<file path="src/rtl/core/sps_pkg.sv">
package sps_pkg;

   localparam int STORE_DEPTH_DEF = 4096;
   localparam int WORD_BITS_DEF   = 16;

   localparam int IN_W      = 16;  // input word port
   localparam int ROWS_W    = 12;  // row_count register
   localparam int ROW_CNT_W = 13;  // row cursor, reaches row_count itself
   localparam int STATUS_W  = 2;

   localparam logic [STATUS_W-1:0] ST_SYM    = 2'd0;
   localparam logic [STATUS_W-1:0] ST_NONSYM = 2'd1;
   localparam logic [STATUS_W-1:0] ST_BAD    = 2'd2;

   typedef enum logic [2:0] {
      ASEL_ROW,
      ASEL_ROW_NEXT,
      ASEL_ENTRY,
      ASEL_RDATA,
      ASEL_COL_NEXT,
      ASEL_SEARCH
   } addr_sel_type;

   typedef struct packed {
      logic         store;       // write incoming word, bump load count
      logic         load_clr;
      addr_sel_type addr_sel;
      logic         row_clr;
      logic         row_inc;
      logic         prev_ld;
      logic         entry_ld;
      logic         entry_inc;
      logic         end_ld;
      logic         col_ld;
      logic         search_ld;
      logic         search_inc;
      logic         ce_ld;
   } cmd_type;

   typedef struct packed {
      logic size_bad;
      logic ptr_bad;
      logic row_eq_n;
      logic row_lt_n;
      logic entry_lt_end;
      logic col_le_row;
      logic col_ge_n;
      logic search_lt_ce;
      logic match;
   } flag_type;

endpackage

</file>
<file path="src/rtl/core/sps_ctrl.sv">
module sps_ctrl (
   input  logic                          clock,
   input  logic                          reset,
   input  logic                          req_valid,
   output logic                          req_stall,
   input  logic                          req_last_word,
   output logic                          rsp_valid,
   input  logic                          rsp_stall,
   output logic [sps_pkg::STATUS_W-1:0]  rsp_status,
   input  sps_pkg::flag_type             flags,
   output sps_pkg::cmd_type              cmd
);

   typedef enum logic [3:0] {
      LOAD,
      SIZE,
      PTR_RD,
      PTR_CHK,
      WALK_ROW,
      ROW_BEG,
      ROW_END,
      ENT_TEST,
      ENT_GET,
      COL_BEG,
      COL_END,
      SRCH_TEST,
      SRCH_GET,
      FINISH
   } state_type;

   state_type                     state_ff, state_in;
   logic [sps_pkg::STATUS_W-1:0]  status_ff, status_in;
   logic                          rsp_valid_ff;
   logic [sps_pkg::STATUS_W-1:0]  rsp_status_ff;
   logic                          accept;
   logic                          publish;

   assign req_stall  = (state_ff != LOAD);
   assign accept     = req_valid && !req_stall;
   assign publish    = (state_ff == FINISH) && (!rsp_valid_ff || !rsp_stall);
   assign rsp_valid  = rsp_valid_ff;
   assign rsp_status = rsp_status_ff;

   always_comb begin
      cmd       = '0;
      state_in  = state_ff;
      status_in = status_ff;
      unique case (state_ff)
         LOAD: begin
            cmd.store = accept;
            if (accept && req_last_word) state_in = SIZE;
         end
         SIZE: begin
            if (flags.size_bad) begin
               status_in = sps_pkg::ST_BAD;
               state_in  = FINISH;
            end else begin
               cmd.row_clr = 1'b1;
               state_in    = PTR_RD;
            end
         end
         PTR_RD: begin
            cmd.addr_sel = sps_pkg::ASEL_ROW;
            state_in     = PTR_CHK;
         end
         PTR_CHK: begin
            if (flags.ptr_bad) begin
               status_in = sps_pkg::ST_BAD;
               state_in  = FINISH;
            end else begin
               cmd.prev_ld = 1'b1;
               if (flags.row_eq_n) begin
                  cmd.row_clr = 1'b1;
                  state_in    = WALK_ROW;
               end else begin
                  cmd.row_inc = 1'b1;
                  state_in    = PTR_RD;
               end
            end
         end
         WALK_ROW: begin
            if (flags.row_lt_n) begin
               cmd.addr_sel = sps_pkg::ASEL_ROW;
               state_in     = ROW_BEG;
            end else begin
               status_in = sps_pkg::ST_SYM;
               state_in  = FINISH;
            end
         end
         ROW_BEG: begin
            cmd.entry_ld = 1'b1;
            cmd.addr_sel = sps_pkg::ASEL_ROW_NEXT;
            state_in     = ROW_END;
         end
         ROW_END: begin
            cmd.end_ld = 1'b1;
            state_in   = ENT_TEST;
         end
         ENT_TEST: begin
            if (flags.entry_lt_end) begin
               cmd.addr_sel = sps_pkg::ASEL_ENTRY;
               state_in     = ENT_GET;
            end else begin
               cmd.row_inc = 1'b1;
               state_in    = WALK_ROW;
            end
         end
         ENT_GET: begin
            cmd.col_ld = 1'b1;
            if (flags.col_le_row) begin
               cmd.entry_inc = 1'b1;
               state_in      = ENT_TEST;
            end else if (flags.col_ge_n) begin
               status_in = sps_pkg::ST_BAD;
               state_in  = FINISH;
            end else begin
               // column word on the read bus addresses its own row pointer
               cmd.addr_sel = sps_pkg::ASEL_RDATA;
               state_in     = COL_BEG;
            end
         end
         COL_BEG: begin
            cmd.search_ld = 1'b1;
            cmd.addr_sel  = sps_pkg::ASEL_COL_NEXT;
            state_in      = COL_END;
         end
         COL_END: begin
            cmd.ce_ld = 1'b1;
            state_in  = SRCH_TEST;
         end
         SRCH_TEST: begin
            if (flags.search_lt_ce) begin
               cmd.addr_sel = sps_pkg::ASEL_SEARCH;
               state_in     = SRCH_GET;
            end else begin
               status_in = sps_pkg::ST_NONSYM;
               state_in  = FINISH;
            end
         end
         SRCH_GET: begin
            if (flags.match) begin
               cmd.entry_inc = 1'b1;
               state_in      = ENT_TEST;
            end else begin
               cmd.search_inc = 1'b1;
               state_in       = SRCH_TEST;
            end
         end
         FINISH: begin
            if (publish) begin
               cmd.load_clr = 1'b1;
               state_in     = LOAD;
            end
         end
         default: state_in = LOAD;
      endcase
   end

   always_ff @(posedge clock) begin
      if (reset) begin
         state_ff     <= LOAD;
         rsp_valid_ff <= 1'b0;
      end else begin
         state_ff <= state_in;
         if (publish) begin
            rsp_valid_ff <= 1'b1;
         end else if (!rsp_stall) begin
            rsp_valid_ff <= 1'b0;
         end
      end
      status_ff <= status_in;
      if (publish) rsp_status_ff <= status_ff;
   end

endmodule

</file>
<file path="config.mk">
export PLATFORM = sky130hd
export DESIGN_NAME = sps_ctrl
export DESIGN_NICKNAME = d
export VERILOG_FILES = /design/src/rtl/core/sps_pkg.sv /design/src/rtl/core/sps_ctrl.sv
export SDC_FILE = /design/constraint.sdc
export NUM_CORES = 1
export LEC_CHECK = 0
export BUFFER_PORTS_ARGS = -buffer_cell sky130_fd_sc_hd__buf_2
export CORE_UTILIZATION = 40
export CTS_CLUSTER_DIAMETER = 50
export CTS_CLUSTER_SIZE = 10
export DETAILED_ROUTE_END_ITERATION = 10
export PLACE_DENSITY = 0.8
export SYNTH_ARGS = -nofsm -noshare
export SYNTH_HDL_FRONTEND = slang
export SYNTH_SLANG_ARGS = --single-unit
</file>
<file path="constraint.sdc">
create_clock -name clock -period 3 [get_ports clock]
set_input_delay 0.15 -clock clock [delete_from_list [all_inputs] [get_ports clock]]
set_output_delay 0.15 -clock clock [all_outputs]
set_load 0.005 [all_outputs]
</file>
-- Word-level counts from Yosys, hierarchy flattened
Index checks and enable logic that the tools add are counted.
- bits in registers: 9
- input bits: 14
- word-level logic and storage cells: 85
- output and inout port bits: 19
- multiplexer cells: 47
- reductions and logical operators: 12
- equal/unequal tests: 22
- operators by type and width (kind ; count):
    one-hot mux 4 bit (14 select lines) ; 1
    2-to-1 mux 4 bit ; 8
    == test 4 bit (second input constant) ; 6
    2-to-1 mux 1 bit ; 20
    2-to-1 mux 2 bit ; 9
    == test 4 x 3 -> 1 bit (second input constant) ; 4
    != test 2 bit (second input constant) ; 8
    one-hot mux 3 bit (5 select lines) ; 1
    2-to-1 mux 3 bit ; 4
    one-hot mux 2 bit (5 select lines) ; 1
    == test 4 x 2 -> 1 bit (second input constant) ; 2
    AND reduction 7 bit ; 1
    one-hot mux 1 bit (2 select lines) ; 3
    nonzero test 5 bit ; 1
    == test 4 x 1 -> 1 bit (second input constant) ; 1
    zero test 4 bit ; 1
    nonzero test 4 bit ; 1
    logical AND 1 bit ; 3
    zero test 1 bit ; 3
    != test 2 x 1 -> 1 bit (second input constant) ; 1
    AND reduction 2 bit ; 1
    logical OR 1 bit ; 1

-- Longest topological paths before layout
Gate-level depths: netlist of the first run.
- word-level depth: 6
- mapped depth: 6
- mapped depth without buffers: 4

-- Worst setup path after synthesis of the first run
No wires, ideal clock.
- path type: register -> register
- from: register state_ff[2]
- to: register status_ff[0] (netlist bit) (enable)
- setup time: 0.298 ns
- arrival: 1.120 ns
- path buffers: 1
- slack: 1.582 ns
- cell stages (with the launch flop): 6
- clock period less this slack: 1.418 ns
- required time: 2.702 ns
- cells stage by stage: dfxtp_1 -> buf_2 -> nand2b_1 -> o21ai_0 -> o2bb2ai_1 -> o311a_1
- word-level cells in the longest chain between the ends: 3
- elaborated cells on any way between the ends: 13
- those cells by class: 11 x eq/ne; 2 x reduce/logical
- RTL lines (what ; RTL line ; source):
    from (decl) ; sps_ctrl.sv:31 ; state_type state_ff, state_in;
    from (signal assigned) ; sps_ctrl.sv:164 ; state_ff <= state_in;
    == test 4 bit, or another cell as far along ; sps_ctrl.sv:48 ; unique case (state_ff)
    nonzero test 5 bit (no source line) or != test 2 bit (tied branches) ; - ;
    AND reduction 7 bit (no source line) * ; - ;
    to (signal assigned) ; sps_ctrl.sv:171 ; status_ff <= status_in;
    to (decl) ; sps_ctrl.sv:32 ; logic [sps_pkg::STATUS_W-1:0] status_ff, status_in;
Every way passes the cells marked *; elsewhere a longest branch is shown, timed or not.
A chain may end at the register's enable or synchronous reset.

==> flow_summary.toml, run 1 <==
[run_status]
status = "finished clean"

[pwr]
power.density_nw_per_um2 = 883
power_switching_uw = 410
peakVddDrop_v = 0.000428
static-leakage-power_nw = 0.388
internal_power_uw = 422
power.sequential.fraction_pct = 37.9
p_sw_share_pct = 49.3
power_frac_comb_pct = 51.2
clkPwrFrac_pct = 10.9

[synth]
synth_seq_cells = 9
yosys_warnings = 0
syn-cell-area_um2 = 777
avgSynthCellArea_um2 = 7.26
synth_cell_types = 34
syn-instance-count = 107
yosysSeqAreaShare_pct = 28.3
synth_nets = 121

[clock_network]
cts-root-buf = "clkbuf_4"
cts_buffer_depth = 2
h-tree-depth = 1
cts.sinks = 9
hold_buffers = 0
cts_tree = "built"
cts_resized = 0
clk_pin_slew_worst_paths_ns = 0.06
clock_latency_ns = 0.26
cts_buffers = 3
cts_setup_buffers = 0

[floorplanning]
ioPinCount = 33
fp-row-count = 15
dieArea_um2 = 2120
dieHeight_um = 46.1
die_w_um = 46.1
core_um2 = 1760
start_util_pct = 44.0

[drt]
wirelength_um = 2210
drtPass1Iterations = 4
ant_nets = 0
drt_iter0_drc = 27
vias = 928
routed_via_density = 5.84
drc = 0
wire_per_inst_um = 13.9

[global_route]
overflow = 0
grt_pass1_wl_um = 3420
grt_util_all_layers_pct = 22.7
antenna_found_initial = 0
grt_pass1_vias = 770
grt_max_degree = 24

[sta]
rsz0062_at_grt = "false"
finalSetupTns_ns = 0
fmax_ghz = 0.453
fin_skew_ns = 0.000746
hold_viol = 0
tightest_slew_ns = 0.799
finalCriticalPeriod_ns = 2.21
min_period_over_period_pct = 73.6
setup_violations = 0
maxSlewHeadroom_pct = 46.7
whs_ns = 0.145
drv_slew = 0

[worst_hold_path]
min_path_cells = 2
hold_class = "input port to flop"

[critical_path]
crit_path_cell_trace = "inv_1 -> or3_4 -> a21oi_1 -> buf_2"
r2r-end = "rsp_status[0]"
cp_max_fo = 22
crit_path_start = "state_ff[2]"
slowest_delay_ns = 0.76
cp.required_ns = 2.85
crit_arrival_ns = 2.06
rr_worst_depth = 3
critPathSlowestCell = "dfxtp_1"
worst-setup-path-type = "flop to output port"
worstReg2RegStart = "state_ff[2]"
worstSetupStartpointType = "flop"
cp-endpoint = "cmd[13]"
endpoint_kind = "output port"
r2r_slack_ns = 1.05

[placed_design]
globalplace.congestion = 0.893
hpwl_um = 1610
place_area_um2 = 916
port_buffers = 32

[cells_and_area]
layout-drive-gt1-share_pct = 28.4
synthToLayoutAreaGrowth_pct = 21.3
n_antenna_cell = 0
fin_area_um2 = 942
fillers = 197
nets = 149

[run]
cap_violations = 0
## area by class of cell
| cell class | instances | area (um2) | share of cell area [%] |
|---|---|---|---|
| Clock buffer | 4 | 26.3 | 2.79 |
| Inverter | 3 | 11.3 | 1.20 |
| Multi-Input combinational cell | 86 | 493 | 52.3 |
| Sequential cell | 9 | 220 | 23.4 |
| Tap cell | 25 | 31.3 | 3.32 |
| Timing Repair Buffer | 32 | 160 | 17.0 |
## per-stage QoR
| stage | utilization, % | worst slack [ns] | instances | power [mW] |
|---|---|---|---|---|
| 6_report | 53.4 | 0.793 | 159 | 0.832 |
| 5_1_grt | 53.4 | 0.651 | 159 | 0.901 |
| 4_1_cts | 53.4 | 0.817 | 159 | 0.827 |
| 3_5_place_dp | 51.9 | 1.08 | 155 | 0.733 |
| 3_3_place_gp | 51.9 | 1.14 | 155 | 0.712 |
| 2_1_floorplan | - | 1.58 | 107 | 0.625 |
## cell usage after synthesis
cell	count	area share (%)
or3b_1	1	1.1
o31ai_1	3	2.9
buf_4	2	1.9
nand3b_1	1	0.97
nand2b_4	1	1.8
o22ai_1	1	0.81
clkbuf_1	3	1.4
and3_1	1	0.81
nand3_1	2	1.3
or3_1	2	1.6
o41ai_1	1	1.1
a21o_1	1	0.97
dfxtp_1	5	13
nor2_1	12	5.8
nand2_1	7	3.4
edfxtp_1	4	15
o21ai_0	8	5.2
a211o_1	1	1.1
nand4_1	2	1.6
nand2b_1	9	7.2
o2bb2ai_1	1	1.1
mux2i_1	1	1.3
buf_2	3	1.9
a31oi_1	2	1.6
or3_4	1	1.4
inv_2	1	0.48
a21oi_1	17	11
o311a_1	1	1.3
nor3_1	6	3.9
a311oi_1	1	1.1
o32ai_1	2	2.3
buf_6	1	1.4
inv_1	2	0.97
nor4_1	1	0.81
## registers in the layout (all words and copies together) (netlist names)
name and cells:
rsp_status 2, rsp_valid 1, status_ff 2, state_ff 4
## kinds of logic (layout without fill, tap and decap cells)
| kind of cell | after synthesis | in the layout | share of synthesized area (%) |
|---|---|---|---|
| mux | 1 | 1 | 1.29 |
| flops | 9 | 9 | 28.3 |
| compound gates | 39 | 39 | 30.4 |
| buf+inv | 12 | 39 | 8.21 |
| simple gates | 46 | 46 | 31.7 |
## layout by cell type, fill, tap and decap left out
| master | synthesis | layout |
|---|---|---|
| inv_1 | 2 | 2 |
| inv_2 | 1 | 1 |
| nand2b_4 | 1 | 1 |
| or3_4 | 1 | 1 |
| o32ai_1 | 2 | 2 |
| and3_1 | 1 | 1 |
| or3_1 | 2 | 2 |
| a31oi_1 | 2 | 2 |
| o41ai_1 | 1 | 1 |
| nand3_1 | 2 | 2 |
| o311a_1 | 1 | 1 |
| o31ai_1 | 3 | 3 |
| clkbuf_1 | 3 | 1 |
| a211o_1 | 1 | 1 |
| nand4_1 | 2 | 2 |
| buf_2 | 3 | 32 |
| dfxtp_1 | 5 | 5 |
| or3b_1 | 1 | 1 |
| a21o_1 | 1 | 1 |
| o2bb2ai_1 | 1 | 1 |
| nand3b_1 | 1 | 1 |
| nand2b_1 | 9 | 9 |
| nand2_1 | 7 | 7 |
| a21oi_1 | 17 | 17 |
| o21ai_0 | 8 | 8 |
| o22ai_1 | 1 | 1 |
| nor2_1 | 12 | 12 |
| a311oi_1 | 1 | 1 |
| nor3_1 | 6 | 6 |
| clkbuf_4 | 0 | 3 |
| edfxtp_1 | 4 | 4 |
| nor4_1 | 1 | 1 |
| mux2i_1 | 1 | 1 |
## worst min-delay path by stage
stage	from	to	slack (ns)
finish	reset	rsp_valid	0.14
global route	reset	rsp_valid	0.15
CTS	reset	rsp_valid	0.14
detailed placement	reset	rsp_valid	0.41
global placement	reset	state_ff[1]	0.40
floorplan	reset	rsp_valid	0.22
## power groups by stage
stage / logic [mW] / registers [mW] / clock network [mW]
after global placement: 0.407 / 0.306 / 0
after detailed placement: 0.421 / 0.312 / 0
after global routing: 0.474 / 0.328 / 0.0986
after floorplan: 0.429 / 0.195 / 0
after CTS: 0.424 / 0.310 / 0.0932
final: 0.426 / 0.315 / 0.0904
## per-layer routing
metal  up-vias  GRT usage [%]  part of all wire, %
li1        449              -                    -
met1       445           29.4                   43
met2        34           38.3                   52
met3         0           5.88                  5.6
met4         0           3.53                    0
met5         -              0                    0
## critical path: cells and delay by family, from the launching register on
kind | cells | cell delay [ns]
AO/OA/AOI/OAI | 1 | 0.23
buffers and inverters | 2 | 0.38
flip-flops | 1 | 0.76
AND/OR/NAND/NOR | 1 | 0.43
Power figures use the tool's default switching activity.
==> run 2: changes to the inputs <==
--- a/config.mk
+++ b/config.mk
@@ -5,12 +5,13 @@
 export SDC_FILE = /design/constraint.sdc
 export NUM_CORES = 1
 export LEC_CHECK = 0
+export ABC_AREA = 1
 export BUFFER_PORTS_ARGS = -buffer_cell sky130_fd_sc_hd__buf_2
 export CORE_UTILIZATION = 40
 export CTS_CLUSTER_DIAMETER = 50
 export CTS_CLUSTER_SIZE = 10
 export DETAILED_ROUTE_END_ITERATION = 10
-export PLACE_DENSITY = 0.8
+export PLACE_DENSITY = 0.81
 export SYNTH_ARGS = -nofsm -noshare
 export SYNTH_HDL_FRONTEND = slang
 export SYNTH_SLANG_ARGS = --single-unit
==> constraint.sdc (replaced) <==
create_clock -name clock -period 2.3 [get_ports clock]
set_input_delay 0.115 -clock clock [delete_from_list [all_inputs] [get_ports clock]]
set_output_delay 0.115 -clock clock [all_outputs]
set_load 0.005 [all_outputs]
==> run 2 against run 1 <==
  * Wire length fell by 12%
  * Non-clock buffer count did not move
  * First-iteration DRC count rose by 59%
  * Die area fell by 6.3%
  * Synthesized cell count rose by 20%
  * Global-route usage fell by 0.67 points
  * Sequential power fell by 17%
  * Cell count rose by 18%
  * Clock skew rose by 0.011 ns
  * Combinational power rose by 27%
  * Largest cell class unchanged
  * Highest routed layer is now met4
==> flow_summary.toml, run 2 <==
[global_route]
grt_util_all_layers_pct = 22.0
overflow = 0
grt_pass1_vias = 771
antenna_found_initial = 0
grt_pass1_wl_um = 3220
grt_max_degree = 7

[clock_network]
cts_resized = 0
cts_buffers = 3
clk_pin_slew_worst_paths_ns = 0.06
clock_latency_ns = 0.26
cts_tree = "built"
cts_setup_buffers = 0
cts_buffer_depth = 2
hold_buffers = 0
cts-root-buf = "clkbuf_4"
h-tree-depth = 1
cts.sinks = 9

[critical_path]
cp_max_fo = 6
r2r_slack_ns = 0.72
cp.required_ns = 2.18
endpoint_kind = "output port"
crit_arrival_ns = 1.53
worst-setup-path-type = "flop to output port"
worstSetupStartpointType = "flop"

[pwr]
power.total_uw = 920
static-leakage-power_nw = 0.645
peakVddDrop_v = 0.000441
power.density_nw_per_um2 = 983

[floorplanning]
dieHeight_um = 44.6
start_util_pct = 42.5
dieArea_um2 = 1990
ioPinCount = 33
core_um2 = 1710
fp-row-count = 15
die_w_um = 44.6

[drt]
drt_iter0_drc = 43
routed_via_density = 4.85
vias = 912
wirelength_um = 1960
met1_length_um = 859
wire_per_inst_um = 10.4
ant_nets = 0
wl_met3_um = 116
drc = 0
route.met2.wl_um = 955
top_layer_used = "met4"
drtPass1Iterations = 7

[synth]
yosysSeqAreaShare_pct = 30.3
synth_cell_types = 15
yosys-top-cells-count = "nand2_1 (39), inv_1 (30), nor2_1 (18)"
avgSynthCellArea_um2 = 5.67
synth_most_common_cell = "nand2_1"
yosys.area.top_type = "nand2_1"
syn-cell-area_um2 = 726
async_flop_share_pct = 0
yosys.area.top_type_share_pct = 20.2
synth_seq_cells = 9
synth_ff_type = "dfxtp_1"
synth.area.top_cells = "nand2_1 (20%), edfxtp_1 (17%), inv_1 (16%)"
synth_nets = 142
syn-instance-count = 128
yosys_warnings = 0
synth_edf_count = 4

[cells_and_area]
n_antenna_cell = 0
top_register = "state_ff"
layout_commonest_cell = "nand2_1"
layout_common_cells = "nand2_1 (39), buf_2 (32), inv_1 (30), nor2_1 (18), nand3_1 (15)"
nets = 178
synthToLayoutAreaGrowth_pct = 29.0
layout-drive-gt1-share_pct = 23.3
fillers = 176
largest_register_ffs = 4

[sta]
rsz0062_at_grt = "false"
finalSetupTns_ns = 0
hold_viol = 0
tightest_slew_ns = 0.368
setup_violations = 0
finalCriticalPeriod_ns = 1.65
maxSlewHeadroom_pct = 75.4
fmax_ghz = 0.607
min_period_over_period_pct = 71.6
fin_skew_ns = 0.0116
drv_slew = 0

[placed_design]
hpwl_um = 1680
globalplace.congestion = 0.978
port_buffers = 32

[worst_hold_path]
hold_class = "input port to flop"

[run_status]
status = "finished clean"

[run]
cap_violations = 0
## run 2: cell types whose count changed after synthesis, moves of 3 or more
cell      delta
buf_2        -3
a21oi_1     -13
o21ai_0      -5
nor2_1       +6
nor3_1       -5
o31ai_1      -3
clkbuf_1     -3
nor2_2       +3
nand3_1     +13
inv_1       +28
nand2_1     +32
nand2b_1     -9
## run 2: critical path, stage by stage (launching register included)
cell and delay [ns]:
dfxtp_1 0.34, nor2_1 0.31, inv_1 0.14, nor2_1 0.20
inv_1 0.08, nor2_1 0.08, buf_2 0.12
## run 2: power by group
part | internal, mW | switching, mW | leakage (nW)
clock | 0.0666 | 0.0515 | 0.0150
sequential | 0.227 | 0.0344 | 0.0760
combinational | 0.186 | 0.355 | 0.554
## run 2: per-stage QoR
| stage | hold slack [ns] | cell area (um2) | setup WS [ns] | std cells | utilization (%) |
|---|---|---|---|---|---|
| 6_report | 0.0543 | 936 | 0.653 | 188 | 54.8 |
| 5_1_grt | 0.0714 | 936 | 0.491 | 188 | 54.8 |
| 4_1_cts | 0.0539 | 936 | 0.661 | 188 | 54.8 |
| 3_5_place_dp | 0.330 | 910 | 0.758 | 184 | 53.3 |
| 3_3_place_gp | 0.321 | 910 | 0.841 | 184 | 53.3 |
| 2_1_floorplan | 0.184 | 726 | 0.953 | 128 | - |
## run 2: worst paths after layout
kind	end	depth (start not counted)	from
max	cmd[14]	6	state_ff[2]
min	state_ff[0]	2	reset
max reg2reg	status_ff[0]	7	state_ff[0]
min reg2reg	rsp_status[0]	0	status_ff[0]
## run 2: area by class of cell
cell class / instances / area, um2 / share of cell area [%]
timing repair buffer: 32 / 160 / 17.1
tap: 25 / 31.3 / 3.34
inverter: 30 / 113 / 12.0
multi-input combinational: 88 / 385 / 41.2
clock buffer: 4 / 26.3 / 2.81
sequential: 9 / 220 / 23.5
## run 2: logic make-up after synthesis
kind of cell           share of synthesized area [%]
buffers and inverters                           16.6
flip-flops                                      30.3
AND/OR/NAND/NOR                                 45.0
AO/OA/AOI/OAI                                   8.10
## run 2: per-layer routing
metal | track usage (%) | vias to the layer above
met2 | 35.9 | 46
met5 | 0 | -
met1 | 27.0 | 394
li1 | - | 468
met4 | 9.70 | 0
met3 | 6.12 | 4
